==> config.mk <==
export PLATFORM = sky130hd
export DESIGN_NAME = xml_entity_decoder
export DESIGN_NICKNAME = d
export VERILOG_FILES = /design/src/rtl/xed_pkg.sv /design/src/rtl/xed_decode.sv /design/src/rtl/xed_emit.sv /design/src/rtl/xml_entity_decoder.sv
export SDC_FILE = /design/constraint.sdc
export NUM_CORES = 1
export LEC_CHECK = 0
export ABC_AREA = 1
export BUFFER_PORTS_ARGS = -buffer_cell sky130_fd_sc_hd__buf_2
export CAP_MARGIN = 5
export CORE_AREA = 3 3 159 161
export DETAILED_ROUTE_END_ITERATION = 8
export DIE_AREA = 0 0 162 164
export GPL_ROUTABILITY_DRIVEN = 0
export SLEW_MARGIN = 25
export SYNTH_ARGS = -nofsm -noshare
export SYNTH_HDL_FRONTEND = slang
export SYNTH_HIERARCHICAL = 1
export SYNTH_SLANG_ARGS = --single-unit
==> constraint.sdc <==
create_clock -name i_clk -period 9.5 [get_ports i_clk]
set_input_delay 1.425 -clock i_clk [delete_from_list [all_inputs] [get_ports i_clk]]
set_output_delay 1.425 -clock i_clk [all_outputs]
set_load 0.01 [all_outputs]
==> src/rtl/xed_pkg.sv <==
// ----------------------------------------------------------------------------
// xed_pkg
// Shared types and constants of the XML character reference decoder.
// ----------------------------------------------------------------------------
package xed_pkg;

    localparam int LIMIT_W = 13;
    localparam int NUM_ENT = 5;
    localparam int ENT_MAX = 5;

    typedef enum logic [1:0] {
        PH_PLAIN  = 2'd0,
        PH_NAMED  = 2'd1,
        PH_HASH   = 2'd2,
        PH_DIGITS = 2'd3
    } t_phase;

    typedef enum logic [2:0] {
        ST_OK        = 3'd0,
        ST_BAD_REF   = 3'd1,
        ST_BAD_DIGIT = 3'd2,
        ST_BAD_CP    = 3'd3,
        ST_TOO_LONG  = 3'd4
    } t_status;

    // one accepted byte's results: up to four decoded bytes and an optional status
    typedef struct packed {
        logic [3:0][7:0] bytes;
        logic [2:0]      nbytes;
        logic            eos;
        t_status         status;
    } t_group;

    localparam logic [7:0] ENT_TEXT [NUM_ENT][ENT_MAX] = '{
        '{"a", "m", "p", ";", 8'h00},
        '{"l", "t", ";", 8'h00, 8'h00},
        '{"g", "t", ";", 8'h00, 8'h00},
        '{"q", "u", "o", "t", ";"},
        '{"a", "p", "o", "s", ";"}
    };
    localparam logic [2:0] ENT_LEN  [NUM_ENT] = '{3'd4, 3'd3, 3'd3, 3'd5, 3'd5};
    localparam logic [7:0] ENT_CHAR [NUM_ENT] = '{"&", "<", ">", "\"", "'"};

    localparam logic [20:0] CP_MAX  = 21'h10FFFF;
    localparam logic [20:0] SURR_LO = 21'h00D800;
    localparam logic [20:0] SURR_HI = 21'h00DFFF;
    localparam logic [20:0] CP_1B   = 21'h00007F;
    localparam logic [20:0] CP_2B   = 21'h0007FF;
    localparam logic [20:0] CP_3B   = 21'h00FFFF;

    localparam logic [7:0] UTF8_LEAD2 = 8'hC0;
    localparam logic [7:0] UTF8_LEAD3 = 8'hE0;
    localparam logic [7:0] UTF8_LEAD4 = 8'hF0;
    localparam logic [7:0] UTF8_CONT  = 8'h80;
    localparam logic [5:0] UTF8_MASK  = 6'h3F;

endpackage

==> src/rtl/xed_decode.sv <==
// ----------------------------------------------------------------------------
// xed_decode
// Per-byte reference parser: string state registers and the result group of
// the byte presented on the input.
// ----------------------------------------------------------------------------
module xed_decode
    import xed_pkg::*;
#(
    parameter int MAX_STRING_BYTES = 4096
) (
    input  logic               i_clk,
    input  logic               i_rst_n,
    input  logic               i_accept,
    input  logic [7:0]         i_text_byte,
    input  logic               i_last_byte,
    input  logic [LIMIT_W-1:0] i_length_limit,
    output t_group             o_group
);

    localparam int CW = $clog2(MAX_STRING_BYTES + 5);
    localparam int LW = (CW > LIMIT_W) ? CW : LIMIT_W;
    localparam logic [LW-1:0] MAX_L = LW'(MAX_STRING_BYTES);

    t_phase             r_phase, n_phase, cur_phase;
    logic [2:0]         r_idx, n_idx;
    logic [4:0]         r_cand, n_cand;
    logic               r_hex, n_hex;
    logic [20:0]        r_acc, n_acc;
    logic               r_seen, n_seen;
    logic [CW-1:0]      r_count, n_count, cur_count;
    logic [LIMIT_W-1:0] r_lim, n_lim, cur_lim;
    t_status            r_err, n_err, cur_err;
    logic               r_at_start, n_at_start;

    logic               w_hash, w_done, w_isx, w_semi, w_dok, w_over, w_cp_bad;
    logic [4:0]         w_live;
    logic [7:0]         w_dchar;
    logic               w_dhex, w_dseen;
    logic [20:0]        w_dacc;
    logic [3:0]         w_dval;
    logic [25:0]        w_new;
    logic [3:0][7:0]    w_enc;
    logic [2:0]         w_enc_n;
    logic [3:0][7:0]    w_req_bytes;
    logic [2:0]         w_req_cnt;
    t_status            w_perr, w_step_err;
    logic [LW-1:0]      w_lim_eff, w_sum;
    logic               w_fit, w_emit;

    // string state seen by this byte
    always_comb begin
        cur_phase = r_at_start ? PH_PLAIN : r_phase;
        cur_err   = r_at_start ? ST_OK : r_err;
        cur_count = r_at_start ? '0 : r_count;
        cur_lim   = r_at_start ? i_length_limit : r_lim;
    end

    // parse
    always_comb begin
        logic [25:0] prod;
        w_hash = (r_idx == 3'd0) && (i_text_byte == "#");
        w_live = '0;
        w_done = 1'b0;
        w_dchar = '0;
        for (int e = 0; e < NUM_ENT; e++) begin
            if (r_cand[e] && (r_idx < ENT_LEN[e]) && (ENT_TEXT[e][r_idx] == i_text_byte)) begin
                w_live[e] = 1'b1;
            end
        end
        for (int e = NUM_ENT - 1; e >= 0; e--) begin
            if (w_live[e] && ((r_idx + 3'd1) == ENT_LEN[e])) begin
                w_done  = 1'b1;
                w_dchar = ENT_CHAR[e];
            end
        end

        w_isx   = (i_text_byte == "x") || (i_text_byte == "X");
        w_semi  = (i_text_byte == ";");
        w_dhex  = (cur_phase == PH_DIGITS) && r_hex;
        w_dacc  = (cur_phase == PH_DIGITS) ? r_acc : '0;
        w_dseen = (cur_phase == PH_DIGITS) && r_seen;

        w_dok  = 1'b1;
        w_dval = '0;
        if ((i_text_byte >= "0") && (i_text_byte <= "9")) begin
            w_dval = 4'(i_text_byte - "0");
        end else if (w_dhex && (i_text_byte >= "a") && (i_text_byte <= "f")) begin
            w_dval = 4'(i_text_byte - "a") + 4'd10;
        end else if (w_dhex && (i_text_byte >= "A") && (i_text_byte <= "F")) begin
            w_dval = 4'(i_text_byte - "A") + 4'd10;
        end else begin
            w_dok = 1'b0;
        end
        prod   = w_dhex ? {1'b0, w_dacc, 4'b0}
                        : ({2'b0, w_dacc, 3'b0} + {4'b0, w_dacc, 1'b0});
        w_new  = prod + {22'b0, w_dval};
        w_over = w_new > {5'b0, CP_MAX};

        // utf-8 encode of the accumulated code point
        w_cp_bad = (w_dacc == '0) || (w_dacc > CP_MAX)
                 || ((w_dacc >= SURR_LO) && (w_dacc <= SURR_HI));
        w_enc = '0;
        if (w_dacc <= CP_1B) begin
            w_enc[0] = w_dacc[7:0];
            w_enc_n  = 3'd1;
        end else if (w_dacc <= CP_2B) begin
            w_enc[0] = UTF8_LEAD2 | {3'b0, w_dacc[10:6]};
            w_enc[1] = UTF8_CONT | {2'b0, w_dacc[5:0] & UTF8_MASK};
            w_enc_n  = 3'd2;
        end else if (w_dacc <= CP_3B) begin
            w_enc[0] = UTF8_LEAD3 | {4'b0, w_dacc[15:12]};
            w_enc[1] = UTF8_CONT | {2'b0, w_dacc[11:6] & UTF8_MASK};
            w_enc[2] = UTF8_CONT | {2'b0, w_dacc[5:0] & UTF8_MASK};
            w_enc_n  = 3'd3;
        end else begin
            w_enc[0] = UTF8_LEAD4 | {5'b0, w_dacc[20:18]};
            w_enc[1] = UTF8_CONT | {2'b0, w_dacc[17:12] & UTF8_MASK};
            w_enc[2] = UTF8_CONT | {2'b0, w_dacc[11:6] & UTF8_MASK};
            w_enc[3] = UTF8_CONT | {2'b0, w_dacc[5:0] & UTF8_MASK};
            w_enc_n  = 3'd4;
        end

        w_req_bytes = '0;
        w_req_cnt   = '0;
        w_perr      = ST_OK;
        case (cur_phase)
            PH_PLAIN: begin
                if (i_text_byte != "&") begin
                    w_req_bytes[0] = i_text_byte;
                    w_req_cnt      = 3'd1;
                end
            end
            PH_NAMED: begin
                if (w_hash) begin
                    w_perr = ST_OK;
                end else if (w_live == '0) begin
                    w_perr = ST_BAD_REF;
                end else if (w_done) begin
                    w_req_bytes[0] = w_dchar;
                    w_req_cnt      = 3'd1;
                end
            end
            PH_HASH, PH_DIGITS: begin
                if ((cur_phase == PH_HASH) && w_isx) begin
                    w_perr = ST_OK;
                end else if (w_semi) begin
                    if (!w_dseen) begin
                        w_perr = ST_BAD_DIGIT;
                    end else if (w_cp_bad) begin
                        w_perr = ST_BAD_CP;
                    end else begin
                        w_req_bytes = w_enc;
                        w_req_cnt   = w_enc_n;
                    end
                end else if (w_dok) begin
                    if (w_over) begin
                        w_perr = ST_BAD_CP;
                    end
                end else begin
                    w_perr = ST_BAD_DIGIT;
                end
            end
            default: begin
                w_perr = ST_OK;
            end
        endcase

        w_lim_eff = ({{(LW-LIMIT_W){1'b0}}, cur_lim} > MAX_L)
                  ? MAX_L : {{(LW-LIMIT_W){1'b0}}, cur_lim};
        w_sum = {{(LW-CW){1'b0}}, cur_count} + LW'(w_req_cnt);
        w_fit = w_sum < w_lim_eff;

        if (cur_err != ST_OK) begin
            w_step_err = ST_OK;
        end else if (w_perr != ST_OK) begin
            w_step_err = w_perr;
        end else if ((w_req_cnt != '0) && !w_fit) begin
            w_step_err = ST_TOO_LONG;
        end else begin
            w_step_err = ST_OK;
        end
        w_emit = (cur_err == ST_OK) && (w_perr == ST_OK) && (w_req_cnt != '0) && w_fit;
    end

    // next state
    always_comb begin
        n_phase    = cur_phase;
        n_idx      = r_idx;
        n_cand     = r_cand;
        n_hex      = r_hex;
        n_acc      = r_acc;
        n_seen     = r_seen;
        n_count    = cur_count;
        n_lim      = cur_lim;
        n_err      = cur_err;
        n_at_start = i_last_byte;
        if (cur_err == ST_OK) begin
            if (w_step_err != ST_OK) begin
                n_err   = w_step_err;
                n_phase = PH_PLAIN;
            end else begin
                case (cur_phase)
                    PH_PLAIN: begin
                        if (i_text_byte == "&") begin
                            n_phase = PH_NAMED;
                            n_idx   = '0;
                            n_cand  = '1;
                        end
                    end
                    PH_NAMED: begin
                        if (w_hash) begin
                            n_phase = PH_HASH;
                        end else if (w_done) begin
                            n_phase = PH_PLAIN;
                        end else begin
                            n_cand = w_live;
                            n_idx  = r_idx + 3'd1;
                        end
                    end
                    PH_HASH, PH_DIGITS: begin
                        n_phase = PH_DIGITS;
                        if (cur_phase == PH_HASH) begin
                            n_hex  = w_isx;
                            n_acc  = '0;
                            n_seen = 1'b0;
                        end
                        if (!((cur_phase == PH_HASH) && w_isx)) begin
                            if (w_semi) begin
                                n_phase = PH_PLAIN;
                            end else begin
                                n_acc  = w_new[20:0];
                                n_seen = 1'b1;
                            end
                        end
                    end
                    default: begin
                        n_phase = PH_PLAIN;
                    end
                endcase
                if (w_emit) begin
                    n_count = w_sum[CW-1:0];
                end
            end
        end
        if (i_last_byte && (n_err == ST_OK) && (n_phase != PH_PLAIN)) begin
            n_err = ST_BAD_REF;
        end
    end

    // result group of this byte
    always_comb begin
        o_group.bytes  = w_req_bytes;
        o_group.nbytes = w_emit ? w_req_cnt : 3'd0;
        o_group.eos    = i_last_byte;
        o_group.status = i_last_byte ? n_err : ST_OK;
    end

    always_ff @(posedge i_clk) begin
        if (!i_rst_n) begin
            r_phase    <= PH_PLAIN;
            r_idx      <= '0;
            r_cand     <= '1;
            r_hex      <= 1'b0;
            r_acc      <= '0;
            r_seen     <= 1'b0;
            r_count    <= '0;
            r_lim      <= '0;
            r_err      <= ST_OK;
            r_at_start <= 1'b1;
        end else if (i_accept) begin
            r_phase    <= n_phase;
            r_idx      <= n_idx;
            r_cand     <= n_cand;
            r_hex      <= n_hex;
            r_acc      <= n_acc;
            r_seen     <= n_seen;
            r_count    <= n_count;
            r_lim      <= n_lim;
            r_err      <= n_err;
            r_at_start <= n_at_start;
        end
    end

endmodule

==> src/rtl/xed_emit.sv <==
// ----------------------------------------------------------------------------
// xed_emit
// Result group register and serializer: one result transaction per cycle while i_stall is low.
// ----------------------------------------------------------------------------
module xed_emit
    import xed_pkg::*;
(
    input  logic       i_clk,
    input  logic       i_rst_n,
    input  logic       i_load,
    input  t_group     i_group,
    output logic       o_busy,
    output logic       o_valid,
    input  logic       i_stall,
    output logic [7:0] o_out_byte,
    output logic       o_byte_valid,
    output logic       o_end_of_string,
    output logic [2:0] o_status,
    output logic       o_last_of_run
);

    t_group     r_grp;
    logic       r_valid;
    logic [2:0] r_pos;

    logic [2:0] w_total;
    logic       w_is_byte, w_last, w_take;

    always_comb begin
        w_total   = r_grp.nbytes + {2'b0, r_grp.eos};
        w_is_byte = r_pos < r_grp.nbytes;
        w_last    = r_pos == (w_total - 3'd1);
        w_take    = r_valid && !i_stall;
        o_busy    = r_valid && !(w_take && w_last);

        o_valid         = r_valid;
        o_out_byte      = w_is_byte ? r_grp.bytes[r_pos[1:0]] : 8'h00;
        o_byte_valid    = w_is_byte;
        o_end_of_string = !w_is_byte;
        o_status        = w_is_byte ? 3'(ST_OK) : 3'(r_grp.status);
        o_last_of_run   = w_last;
    end

    always_ff @(posedge i_clk) begin
        if (!i_rst_n) begin
            r_valid <= 1'b0;
            r_pos   <= '0;
        end else if (i_load) begin
            r_valid <= 1'b1;
            r_pos   <= '0;
        end else if (w_take) begin
            if (w_last) begin
                r_valid <= 1'b0;
            end
            r_pos <= r_pos + 3'd1;
        end
    end

    always_ff @(posedge i_clk) begin
        if (i_load) begin
            r_grp <= i_group;
        end
    end

endmodule

==> src/rtl/xml_entity_decoder.sv <==
// ----------------------------------------------------------------------------
// xml_entity_decoder
// Byte-wide XML character reference decoder with UTF-8 output.
//
// Input channel: i_valid / o_stall carry one string byte per transaction
// with i_last_byte marking the end of the string; i_length_limit is taken
// on the first byte of each string. Output channel: o_valid / i_stall carry
// one result per transaction, either a decoded byte or the closing status.
// An input byte is decoded in the cycle it is accepted; its results appear
// from the next cycle, one per cycle while i_stall is low. A byte that makes
// one result or none lets the next byte in every cycle while i_stall is low;
// a numeric reference that yields n UTF-8 bytes, or a last byte with its
// status result, holds o_stall until the last result of its group is taken
// from the single group register. While i_stall is high the current result
// holds and o_stall rises once the pending group cannot drain. After reset
// the block waits for the first byte of a new string; no clearing pass.
// ----------------------------------------------------------------------------
module xml_entity_decoder
    import xed_pkg::*;
#(
    parameter int MAX_STRING_BYTES = 4096
) (
    input  logic               i_clk,
    input  logic               i_rst_n,
    input  logic               i_valid,
    output logic               o_stall,
    input  logic [7:0]         i_text_byte,
    input  logic               i_last_byte,
    input  logic [LIMIT_W-1:0] i_length_limit,
    output logic               o_valid,
    input  logic               i_stall,
    output logic [7:0]         o_out_byte,
    output logic               o_byte_valid,
    output logic               o_end_of_string,
    output logic [2:0]         o_status,
    output logic               o_last_of_run
);

    t_group w_group;
    logic   w_busy, w_accept, w_load;

    assign o_stall  = w_busy;
    assign w_accept = i_valid && !w_busy;
    assign w_load   = w_accept && ((w_group.nbytes != 3'd0) || w_group.eos);

    xed_decode #(
        .MAX_STRING_BYTES (MAX_STRING_BYTES)
    ) u_decode (
        .i_clk          (i_clk),
        .i_rst_n        (i_rst_n),
        .i_accept       (w_accept),
        .i_text_byte    (i_text_byte),
        .i_last_byte    (i_last_byte),
        .i_length_limit (i_length_limit),
        .o_group        (w_group)
    );

    xed_emit u_emit (
        .i_clk           (i_clk),
        .i_rst_n         (i_rst_n),
        .i_load          (w_load),
        .i_group         (w_group),
        .o_busy          (w_busy),
        .o_valid         (o_valid),
        .i_stall         (i_stall),
        .o_out_byte      (o_out_byte),
        .o_byte_valid    (o_byte_valid),
        .o_end_of_string (o_end_of_string),
        .o_status        (o_status),
        .o_last_of_run   (o_last_of_run)
    );

    a_status_last: assert property (@(posedge i_clk) disable iff (!i_rst_n)
        (o_valid && o_end_of_string) |-> o_last_of_run)
        else $error("status transaction is not last of run");

    a_kind: assert property (@(posedge i_clk) disable iff (!i_rst_n)
        o_valid |-> (o_byte_valid != o_end_of_string))
        else $error("result is neither a byte nor a status");

    a_last_yields: assert property (@(posedge i_clk) disable iff (!i_rst_n)
        (i_valid && !o_stall && i_last_byte) |=> o_valid)
        else $error("last byte produced no status transaction");

    a_byte_ok: assert property (@(posedge i_clk) disable iff (!i_rst_n)
        (o_valid && o_byte_valid) |-> (o_status == 3'(ST_OK)))
        else $error("byte transaction carries a status");

endmodule

# Word-level counts from Yosys, hierarchy flattened
# Memory sizes are Yosys's and may differ from the RTL's.
# Index checks and enable logic that the tools add are counted.
# op_classes
n_addsub,12
n_lt_le_gt_ge,21
n_eq_ne,21
muxes,111
bitwise,6
n_reduce_logical,70
# op_table
operator,n
8-bit 2-to-1 mux,21
21-bit 2-to-1 mux,4
13-bit 2-to-1 mux,6
3-bit 2-to-1 mux,26
21-bit by 16-bit <= comparator with 1-bit output (second input constant),2
8-bit equality test,5
1-bit logical AND,36
6-bit 2-to-1 mux,6
26-bit by 4-bit adder with 26-bit output,1
26-bit by 21-bit greater-than comparator with 1-bit output (second input constant),1
26-bit 2-to-1 mux,1
24-bit by 22-bit adder with 25-bit output,1
8-bit by 6-bit equality test with 1-bit output (second input constant),3
8-bit case mux with 3 select lines,1
1-bit 2-to-1 mux,22
22-bit 2-to-1 mux,1
21-bit by 16-bit greater-or-equal comparator with 1-bit output (second input constant),1
21-bit greater-than comparator (second input constant),1
21-bit by 11-bit <= comparator with 1-bit output (second input constant),1
21-bit by 7-bit <= comparator with 1-bit output (second input constant),1
21-bit zero test,1
2-bit 2-to-1 mux,10
8-bit binary-select mux with 2-bit select,1
8-bit by 7-bit equality test with 1-bit output (second input constant),2
other kinds (49),86
# word_totals
register_bits,106
mem_bits_ro,320
input_bits,26
wordCells,267
mem_count,5
# mem_list
name,words,word_bits,read_ports,rd_clocked_by_memory_dff,write_ports,line,source
(no name shown),8,8,1,0,0,xed_decode.sv:66,if (r_cand[e] && (r_idx < ENT_LEN[e]) && (ENT_TEXT[e][r_idx] == i_text_byte)) begin
(no name shown),8,8,1,0,0,xed_decode.sv:66,
(no name shown),8,8,1,0,0,xed_decode.sv:66,
(no name shown),8,8,1,0,0,xed_decode.sv:66,
(no name shown),8,8,1,0,0,xed_decode.sv:66,

# Longest topological paths before layout
# Gate-level depths: netlist of run 1.
# logic_depth
depth_word,31
mapped_depth,45

# Modules after synthesis
# Netlist of run 1, hierarchy kept.
# by_module_without_submodules
mod,n_inst,cells_each,area_per_inst_um2
xed_decode,1,1312,7637.3
xed_emit,1,161,1861.8
xml_entity_decoder,1,6,30.0

# Worst setup path before layout of run 1
# OpenSTA, ideal clock, no wires.
# synth_timing
kind,input to register
from,in i_text_byte[4]
to,reg u_emit.r_pos[0]
setup_time_ns,0.120
arrival_time_ns,7.651
t_required_ns,9.380
setup_slack_ns,1.729
stages,37
n_path_buf,3
path_cell_list,clkbuf_1 inv_1 nor2_1 inv_1 nor3_1 nand2_1 nor2_2 inv_2 nor2_1 inv_2 clkbuf_1 nor2_1 ha_1 nand3_1 and2_1 or2_2 nor2_1 inv_1 nor3_1 nand2_1 xor2_1 ha_1 nand2_1 nor2_1 nand3_1 o211ai_1 a31oi_1 nand3_1 inv_1 buf_2 nand2_1 inv_1 nor2_1 a21oi_2 nor2_1 o21ai_0 a21oi_1
# synth_rtl
item,line,source
"start, declared",xml_entity_decoder.sv:27,"input logic [7:0] i_text_byte,"
"end signal, assigned",xed_emit.sv:55,r_pos <= r_pos + 3'd1;
"end, declared",xed_emit.sv:24,logic [2:0] r_pos;

==> impl_metrics.csv, run 1 <==
group,metric,value,unit
status,outcome,"finished, final reports clean",
floorplanning,dieArea,26600,um^2
critical_path,critPathMaxFanout,41,
cts,clk_latency,360,ps
yosys,synth_ff_type,"dfxtp_1",
drt,drc_errors,0,
yosys,async_reset_ff_share,0,%
cts,post_cts_resized,0,
critical_path,critPathCaptureType,"register",
cts,cts_buffer_depth,2,
yosys,synth_top_family_by_area,"simple AND/OR/NAND/NOR gates",
drt,vias,9637,
drt,drtIter0Drc,788,
critical_path,crit_type,"reg2reg",
sta,rsz0062_at_grt,"false",
cts,h-tree-depth,3,
power,power_density,112,nW/um^2
layout,diodes,0,
floorplanning,rows,57,
yosys,ys_seq_elements,106,
sta,maxSlewHeadroom,37.1,%
sta,period_needed,8020,ps
floorplanning,start_util,39.5,%
floorplanning,die_x,162,um
drt,drt-total-wl,28600,um
floorplanning,die_h,164,um
worst_hold_path,hold_class,"reg2reg",
global_route,antenna_found_initial,0,
floorplanning,boundaryPins,42,
layout,final_nets,1569,
critical_path,endpoint,"u_emit/r_pos[0]",
global_route,track_usage,21.3,%
critical_path,crit_path_top_delay_cell,"dfxtp_1",
yosys,synth_simple_gate_area_share,34.0,%
drt,drt_first_pass_iters,6,
yosys,synth_area_leaders,"dfxtp_1 (14%), edfxtp_1 (12%), nand2_1 (12%), nor2_1 (8.5%), inv_1 (7.4%)",
critical_path,slowest_delay,770,ps
drt,wl_per_cell,15.7,um
critical_path,crit_top_cell,"nor2_1",
power,p_leak,0.00465,uW
sta,fmax,0.125,GHz
layout,area_growth,7.55,%
yosys,syn_area,9530,um^2
critical_path,rr_worst_depth,42,
critical_path,required,9730,ps
yosys,synth_commonest_cells,"nand2_1 (312), nor2_1 (216), inv_1 (189)",
drt,vias_per_cell,5.29,
floorplanning,core_area,24100,um^2
yosys,synth_most_common_cell,"nand2_1",
cts,postCtsHoldBufs,0,
global_route,grt_max_degree,42,
sta,drv_slew,0,
drt,ant_nets,0,
global_route,grt_overflow_total,0,
critical_path,timing.rr.end,"u_emit/r_pos[0]",
sta,finalSetupTns,0,ps
yosys,synth_cell_types,60,
yosys,synth_compound_area_share,18.2,%
yosys,synth-xor-area-share,2.30,%
layout,drive_above_1_share,9.88,%
sta,skew,10.3,ps
global_route,grt_pass1_wl,45500,um
cts,numCtsBuffers,9,
yosys,synth_edf_count,39,
sta,tightest_slew,936,ps
sta,finalSetupViolCount,0,
cts,path_clk_slew,80,ps
critical_path,critPathArrivalTime,8260,ps
critical_path,rr_startpoint,"u_decode/r_phase[0]",
yosys,synth_top_area_cell,"dfxtp_1",
cts,cts_tree,"yes",
layout,nFillCells,2671,
cts,clock_sinks,106,
yosys,synth.area.mux_share,0.840,%
yosys,synthAdderAreaFrac,6.72,%
worst_hold_path,min_path_cells,2,
sta,period_share,84.5,%
critical_path,crit_start,"u_decode/r_phase[0]",
run,cap_violations,0,
place,io_buffers,41,
yosys,syn_inst,1479,
sta,hold_viol_final,0,
layout,postLayoutCoreUtil,42.5,%
yosys,yosysSeqAreaShare,26.4,%
place,dp_hpwl,22200,um
critical_path,reg2reg_slack,1480,ps
cts,post_cts_buffers,0,
global_route,grt_pass1_vias,8883,
power,irDropWorstVdd,103,uV
critical_path,cp-start-kind,"register",
yosys,synth.avg_cell_area,6.44,um^2
yosys,yosys_warnings,6,
cts,root_buffer,"clkbuf_16",
yosys,synth.top_cell.area_share,14.1,%
## registers in the layout, summed over array words and instances, names as in the netlist
signal               cells
u_decode/r_err           3
u_decode/r_idx           3
u_emit/r_grp            39
u_decode/r_hex           1
u_decode/r_seen          1
u_decode/r_lim          13
u_decode/r_phase         2
u_decode/r_acc          21
u_emit/r_pos             3
u_emit/o_valid           1
u_decode/r_at_start      1
u_decode/r_count        13
u_decode/r_cand          5
## placed cells by master, fill, tap and decap left out, types with 4 or more instances in the layout
cell type  count
nor2_1       216
mux2i_1        8
o21ai_0       89
o22ai_1       11
inv_2         15
nand2_2       11
nand3_1       84
nand4_1       29
clkbuf_16      9
nand3b_1       6
edfxtp_1      39
nand2_1      312
a21oi_1      110
nand3_2        8
o21ai_1       17
ha_1          48
o211ai_1      11
xor2_1        22
nor4_1        11
nor2_4         6
dfxtp_1       67
nor2_2        12
a21oi_2       10
buf_4         13
inv_1        189
nor3_1        19
buf_2         41
and2_1         4
inv_6          4
o221ai_1       8
a211oi_1      16
## critical path, delay by kind of cell, from the launching register on
family	cells	cell delay, ps
adder cells (fa/ha/maj)	2	460
buffers and inverters	10	1940
flip-flops	1	770
AND/OR/NAND/NOR	22	3640
XOR/XNOR	1	220
AO/OA/AOI/OAI	7	850
## kinds of logic after synthesis
logic type      after synthesis
other cells                   1
buf+inv                     261
simple gates                730
compound gates              298
xor+xnor                     25
mux                           8
flops                       106
fa+ha+maj                    50
## through the flow
step                      instances  setup WS [ps]  total power [uW]  instance area [um^2]  hold WS (ps)
after floorplan                1481           1730               719                  9540           436
final                          1822           1480              1150                 10200           469
after global placement         1806           1600               784                  9950           453
after global routing           1822            648              1220                 10200           490
after CTS                      1822           1530              1170                 10200           472
after detailed placement       1806           1450               788                  9950           456
## layout make-up
cell class | instances | area (um^2) | area share (%)
timing repair buffer | 54 | 303 | 2.95
sequential | 106 | 2510 | 24.5
clock inverter | 6 | 58.8 | 0.574
tap | 324 | 405 | 3.96
clock buffer | 10 | 239 | 2.33
multi-input combinational | 1114 | 5940 | 58.0
inverter | 208 | 791 | 7.72
## per-layer routing
layer  global-route usage, %  wire (um)
met4                    5.82        578
met3                    2.95       1640
met5                       0          0
met1                    29.2      13200
met2                    35.2      13200
## how the worst min path moves through the flow
stage                   startpoint             endpoint  slack (ps)
6_report       u_decode/r_count[2]  u_decode/r_count[2]         470
5_1_grt        u_decode/r_count[3]  u_decode/r_count[3]         490
4_1_cts        u_decode/r_count[5]  u_decode/r_count[5]         470
3_5_place_dp   u_decode/r_count[3]  u_decode/r_count[3]         460
3_3_place_gp   u_decode/r_count[5]  u_decode/r_count[5]         450
2_1_floorplan   u_decode/r_cand[3]   u_decode/r_cand[3]         440
## power breakdown
group	leakage (uW)	internal (uW)	switching, uW
clock	0.000148	191	185
sequential	0.000929	511	20.7
combinational	0.00357	81.0	164
total	0.00465	783	369
(Power assumes the default switching activity.)
==> run 2, diff against run 1 <==
==> constraint.sdc (replaced) <==
create_clock -name i_clk -period 7.9 [get_ports i_clk]
set_input_delay 1.185 -clock i_clk [delete_from_list [all_inputs] [get_ports i_clk]]
set_output_delay 1.185 -clock i_clk [all_outputs]
set_load 0.01 [all_outputs]
==> run 2 against run 1 <==
Compared with the run above:
- sequential share of layout area is 0.14 points lower
- non-clock buffer count is 6 higher
- routed wire length down 1.2%
- largest power group unchanged
- register-to-register slack worse by 490 ps
- via count rose by 1.3%
- highest routed layer unchanged
- cell area increased by 0.57%
==> impl_metrics.csv, run 2 (synthesis gave the netlist of run 1 again) <==
group,metric,value,unit
floorplanning,rows,57,
sta,period_share,87.6,%
layout,final_common_cell,"nand2_1",
critical_path,cp-start-kind,"register",
floorplanning,core_area,24100,um^2
drt,wl_met2,12600,um
layout,area_growth,8.17,%
drt,dr.max_layer_used,"met4",
sta,drv_slew,0,
drt,route.met3.wl,1850,um
place,post_dp_cell_area,10000,um^2
drt,wirelength_met1,13300,um
layout,finalNonFillerCells,1828,
global_route,antenna_found_initial,0,
drt,drt-total-wl,28200,um
drt,drtIter0Drc,860,
critical_path,critPathCaptureType,"register",
drt,ant_nets,0,
cts,clock_sinks,106,
critical_path,slowest_delay,490,ps
critical_path,critPathArrivalTime,7160,ps
run,cap_violations,0,
layout,drive_above_1_share,10.3,%
critical_path,critPathMaxFanout,41,
worst_hold_path,min_path_cells,2,
worst_hold_path,hold_class,"reg2reg",
global_route,track_usage,21.1,%
critical_path,timing.rr.end,"u_emit/r_pos[0]",
power,p_leak,0.00469,uW
layout,reg_top3,"u_emit/r_grp (39), u_decode/r_acc (21)",
status,outcome,"finished, final reports clean",
place,dp_hpwl,22100,um
sta,fmax,0.145,GHz
cts,root_buffer,"clkbuf_16",
sta,finalSetupViolCount,0,
sta,finalSetupTns,0,ps
sta,period_needed,6920,ps
sta,maxSlewHeadroom,31.9,%
critical_path,required,8140,ps
cts,cts_buffer_depth,2,
place,io_buffers,41,
drt,wl_per_cell,15.4,um
cts,post_cts_buffers,0,
sta,hold_viol_final,0,
drt,vias_per_cell,5.34,
layout,final_area,10300,um^2
floorplanning,start_util,39.5,%
drt,drc_errors,0,
cts,path_clk_slew,80,ps
place,dp_cells,1812,
power,power_density,135,nW/um^2
critical_path,reg2reg_slack,980,ps
floorplanning,die_h,164,um
drt,drt_first_pass_iters,7,
power,irDropWorstVdd,93.6,uV
global_route,grt_pass1_wl,45500,um
layout,final_nets,1575,
sta,rsz0062_at_grt,"false",
cts,post_cts_resized,0,
worst_hold_path,hold-path-endpoint,"u_decode/r_count[2]",
critical_path,rr_startpoint,"u_decode/r_idx[2]",
floorplanning,dieArea,26600,um^2
global_route,grt_pass1_vias,8851,
global_route,grt_overflow_total,0,
floorplanning,boundaryPins,42,
drt,vias,9764,
layout,diodes,0,
sta,skew,10.1,ps
layout,layout_common_cells,"nand2_1 (312), nor2_1 (215), inv_1 (189), a21oi_1 (110), o21ai_0 (89)",
critical_path,crit_type,"reg2reg",
cts,cts_tree,"yes",
layout,regMostFlops,"u_emit/r_grp",
cts,h-tree-depth,3,
floorplanning,die_x,162,um
critical_path,crit_path_top_delay_cell,"dfxtp_1",
sta,tightest_slew,1020,ps
worst_hold_path,min_from,"u_decode/r_count[2]",
cts,numCtsBuffers,9,
cts,clk_latency,360,ps
global_route,grt_max_degree,42,
cts,postCtsHoldBufs,0,
critical_path,rr_worst_depth,37,
layout,largest_reg_flops,39,
-- run 2: cell count changes in the layout (fill, tap and decap cells not counted), sizes merged --
cell / before / now
clkinv: 5 / 4
inv: 209 / 210
buf: 54 / 60
clkinvlp: 0 / 1
clkbuf: 10 / 9
-- run 2: worst max-delay path by stage --
stage / start / endpoint / cells past startpoint
4_1_cts: u_decode/r_idx[2] / u_emit/r_pos[0] / 37
6_report: u_decode/r_idx[2] / u_emit/r_pos[0] / 37
5_1_grt: u_decode/r_idx[2] / u_emit/r_pos[0] / 37
2_1_floorplan: i_text_byte[4] / u_emit/r_pos[0] / 37
3_5_place_dp: i_text_byte[4] / u_emit/r_pos[0] / 36
3_3_place_gp: i_text_byte[4] / u_emit/r_pos[0] / 36
-- run 2: stage by stage --
step	utilization, %	hold slack (ps)	setup slack, ps	total power [uW]
after global placement	41.5	453	914	948
after global routing	42.8	503	261	1470
after detailed placement	41.5	459	813	951
final	42.8	470	982	1400
after floorplan	-	436	369	865
after CTS	42.8	472	1110	1410
-- run 2: power breakdown --
part           switching [uW]  total [uW]  internal, uW
combinational             201         301           101
sequential               22.1         636           614
clock                     234         458           224
-- run 2: cell type report --
class	count	area, um^2
Tap cell	324	405
Sequential cell	106	2510
Inverter	208	791
Timing Repair Buffer	60	360
Clock inverter	7	71.3
Multi-Input combinational cell	1114	5940
Clock buffer	9	225
Fill cell	2639	13800
-- run 2: metal layers --
layer | GRT usage [%] | vias up
met5 | 0 | -
li1 | - | 4944
met2 | 34.2 | 330
met3 | 2.75 | 46
met4 | 5.31 | 0
met1 | 29.7 | 4444
-- run 2: critical path: cells and delay by family (launching register included) --
family | cells | cell delay (ps)
buffers and inverters | 6 | 1150
xor gates and xnor gates | 1 | 210
adders and majority gates | 4 | 1020
and+or+nand+nor | 16 | 2350
AOI/OAI and AO/OA | 10 | 1610
DFF | 1 | 490
==> run 3, diff against run 2 <==
--- a/config.mk
+++ b/config.mk
@@ -6,11 +6,11 @@
 export NUM_CORES = 1
 export LEC_CHECK = 0
 export ABC_AREA = 1
-export BUFFER_PORTS_ARGS = -buffer_cell sky130_fd_sc_hd__buf_2
 export CAP_MARGIN = 5
 export CORE_AREA = 3 3 159 161
 export DETAILED_ROUTE_END_ITERATION = 8
 export DIE_AREA = 0 0 162 164
+export DONT_BUFFER_PORTS = 1
 export GPL_ROUTABILITY_DRIVEN = 0
 export SLEW_MARGIN = 25
 export SYNTH_ARGS = -nofsm -noshare
==> run 3 against run 2 <==
Compared with the run above:
- cell area down 2.6%
- maximum frequency fell by 3.5%
- sequential share of layout area rose by 0.65 points
- clock skew up 1.7 ps
- power decreased by 3.5%
- core utilization down 1.1 points
- sequential cell count stayed put
- largest power group unchanged
- highest routed layer unchanged
==> impl_metrics.csv, run 3 (synthesis gave the netlist of run 1 again) <==
group,metric,value,unit
floorplanning,start_util,39.5,%
floorplanning,boundaryPins,42,
cts,path_clk_slew,70,ps
global_route,grt_overflow_total,0,
floorplanning,die_h,164,um
critical_path,required,8130,ps
critical_path,critPathArrivalTime,7400,ps
sta,finalSetupViolCount,0,
layout,diodes,0,
global_route,grt_max_degree,42,
critical_path,critPathMaxFanout,41,
layout,reg_top3,"u_emit/r_grp (39), u_decode/r_acc (21)",
cts,postCtsHoldBufs,0,
global_route,grt_pass1_wl,45500,um
sta,drv_slew,0,
layout,final_nets,1530,
sta,skew,11.8,ps
floorplanning,dieArea,26600,um^2
drt,vias,9686,
layout,drive_above_1_share,7.54,%
critical_path,timing.rr.end,"u_emit/r_pos[0]",
critical_path,slowest_delay,460,ps
worst_hold_path,min_from,"u_decode/r_count[0]",
cts,clock_sinks,106,
sta,hold_viol_final,0,
floorplanning,core_area,24100,um^2
cts,clk_latency,360,ps
critical_path,rr_worst_depth,35,
place,dp_hpwl,21900,um
sta,period_needed,7170,ps
global_route,grt_pass1_vias,8775,
worst_hold_path,hold-path-endpoint,"u_decode/r_count[0]",
layout,nFillCells,2594,
cts,numCtsBuffers,9,
layout,layout_common_cells,"nand2_1 (312), nor2_1 (215), inv_1 (189), a21oi_1 (110), o21ai_0 (89)",
critical_path,critPathCaptureType,"register",
critical_path,crit_type,"reg2reg",
cts,cts_buffer_depth,2,
place,io_buffers,0,
sta,finalSetupTns,0,ps
sta,maxSlewHeadroom,37.5,%
drt,drtIter0Drc,973,
power,power_density,134,nW/um^2
drt,drt-total-wl,28300,um
worst_hold_path,min_path_cells,2,
critical_path,rr_startpoint,"u_decode/r_idx[2]",
cts,root_buffer,"clkbuf_16",
cts,h-tree-depth,3,
drt,vias_per_cell,5.43,
drt,drt_first_pass_iters,7,
layout,postLayoutCoreUtil,41.7,%
drt,wl_per_cell,15.9,um
global_route,antenna_found_initial,0,
critical_path,crit_path_top_delay_cell,"dfxtp_1",
power,p_leak,0.00448,uW
critical_path,reg2reg_slack,730,ps
floorplanning,rows,57,
layout,regMostFlops,"u_emit/r_grp",
critical_path,cp-start-kind,"register",
layout,largest_reg_flops,39,
layout,final_common_cell,"nand2_1",
sta,period_share,90.7,%
run,cap_violations,0,
cts,cts_tree,"yes",
sta,hold_ws,468,ps
sta,tightest_slew,935,ps
status,outcome,"finished, final reports clean",
floorplanning,die_x,162,um
critical_path,crit_top_cell,"nand3_1",
drt,ant_nets,0,
layout,area_growth,5.40,%
worst_hold_path,hold_class,"reg2reg",
global_route,track_usage,21.2,%
sta,fmax,0.140,GHz
power,irDropWorstVdd,103,uV
drt,drc_errors,0,
sta,rsz0062_at_grt,"false",
-- run 3: what timing repair did --
item	4_1_cts	5_1_grt
endpoints found under the setup margin	0	43
buffers inserted	0	0
gates resized for setup	0	1
-- run 3: stage by stage --
stage | cell area (um^2) | total power [uW] | std cells | setup slack (ps)
floorplan | 9540 | 865 | 1481 | 369
global placement | 9760 | 917 | 1767 | 834
detailed placement | 9760 | 920 | 1767 | 671
CTS | 10000 | 1370 | 1783 | 635
global route | 10000 | 1420 | 1783 | 13.2
finish | 10000 | 1350 | 1783 | 732
-- run 3: how the worst max path moves through the flow --
| stage | start | to | slack, ps | cells past startpoint |
|---|---|---|---|---|
| 3_3_place_gp | i_text_byte[4] | u_emit/r_pos[0] | 830 | 33 |
| 2_1_floorplan | i_text_byte[4] | u_emit/r_pos[0] | 370 | 37 |
| 3_5_place_dp | u_decode/r_phase[0] | u_emit/r_pos[0] | 670 | 39 |
| 4_1_cts | u_decode/r_phase[0] | u_emit/r_pos[0] | 630 | 39 |
| 5_1_grt | u_decode/r_phase[1] | u_emit/r_pos[0] | 10 | 39 |
| 6_report | u_decode/r_idx[2] | u_emit/r_pos[0] | 730 | 35 |
-- run 3: metal layers --
layer | up-vias | routed length (um) | GRT usage [%]
met5 | - | 0 | 0
met4 | 0 | 721 | 6.63
met3 | 64 | 2400 | 3.51
met2 | 394 | 12600 | 34.2
met1 | 4386 | 12600 | 29.0
li1 | 4842 | - | -
-- run 3: final cells by class --
| cell class | instances | area, um^2 | share of cell area (%) |
|---|---|---|---|
| tap | 324 | 405 | 4.04 |
| timing repair buffer | 15 | 113 | 1.12 |
| multi-input combinational | 1114 | 5940 | 59.2 |
| sequential | 106 | 2510 | 25.0 |
| clock inverter | 7 | 53.8 | 0.536 |
| inverter | 208 | 791 | 7.87 |
| clock buffer | 9 | 225 | 2.24 |
-- run 3: critical path, delay by kind of cell (launching register included) --
kind,cells,cell delay (ps)
and+or+nand+nor,16,2670
AOI/OAI and AO/OA,10,1570
buffers and inverters,4,1050
adders and majority gates,4,1040
DFF,1,460
xor gates and xnor gates,1,230
-- run 3: report_power, final --
part	switching [uW]	internal, uW	total [uW]	leakage [uW]
clock	224	216	441	0.000131
sequential	25.3	615	640	0.000929
combinational	183	83.2	266	0.00342
total	433	915	1350	0.00448
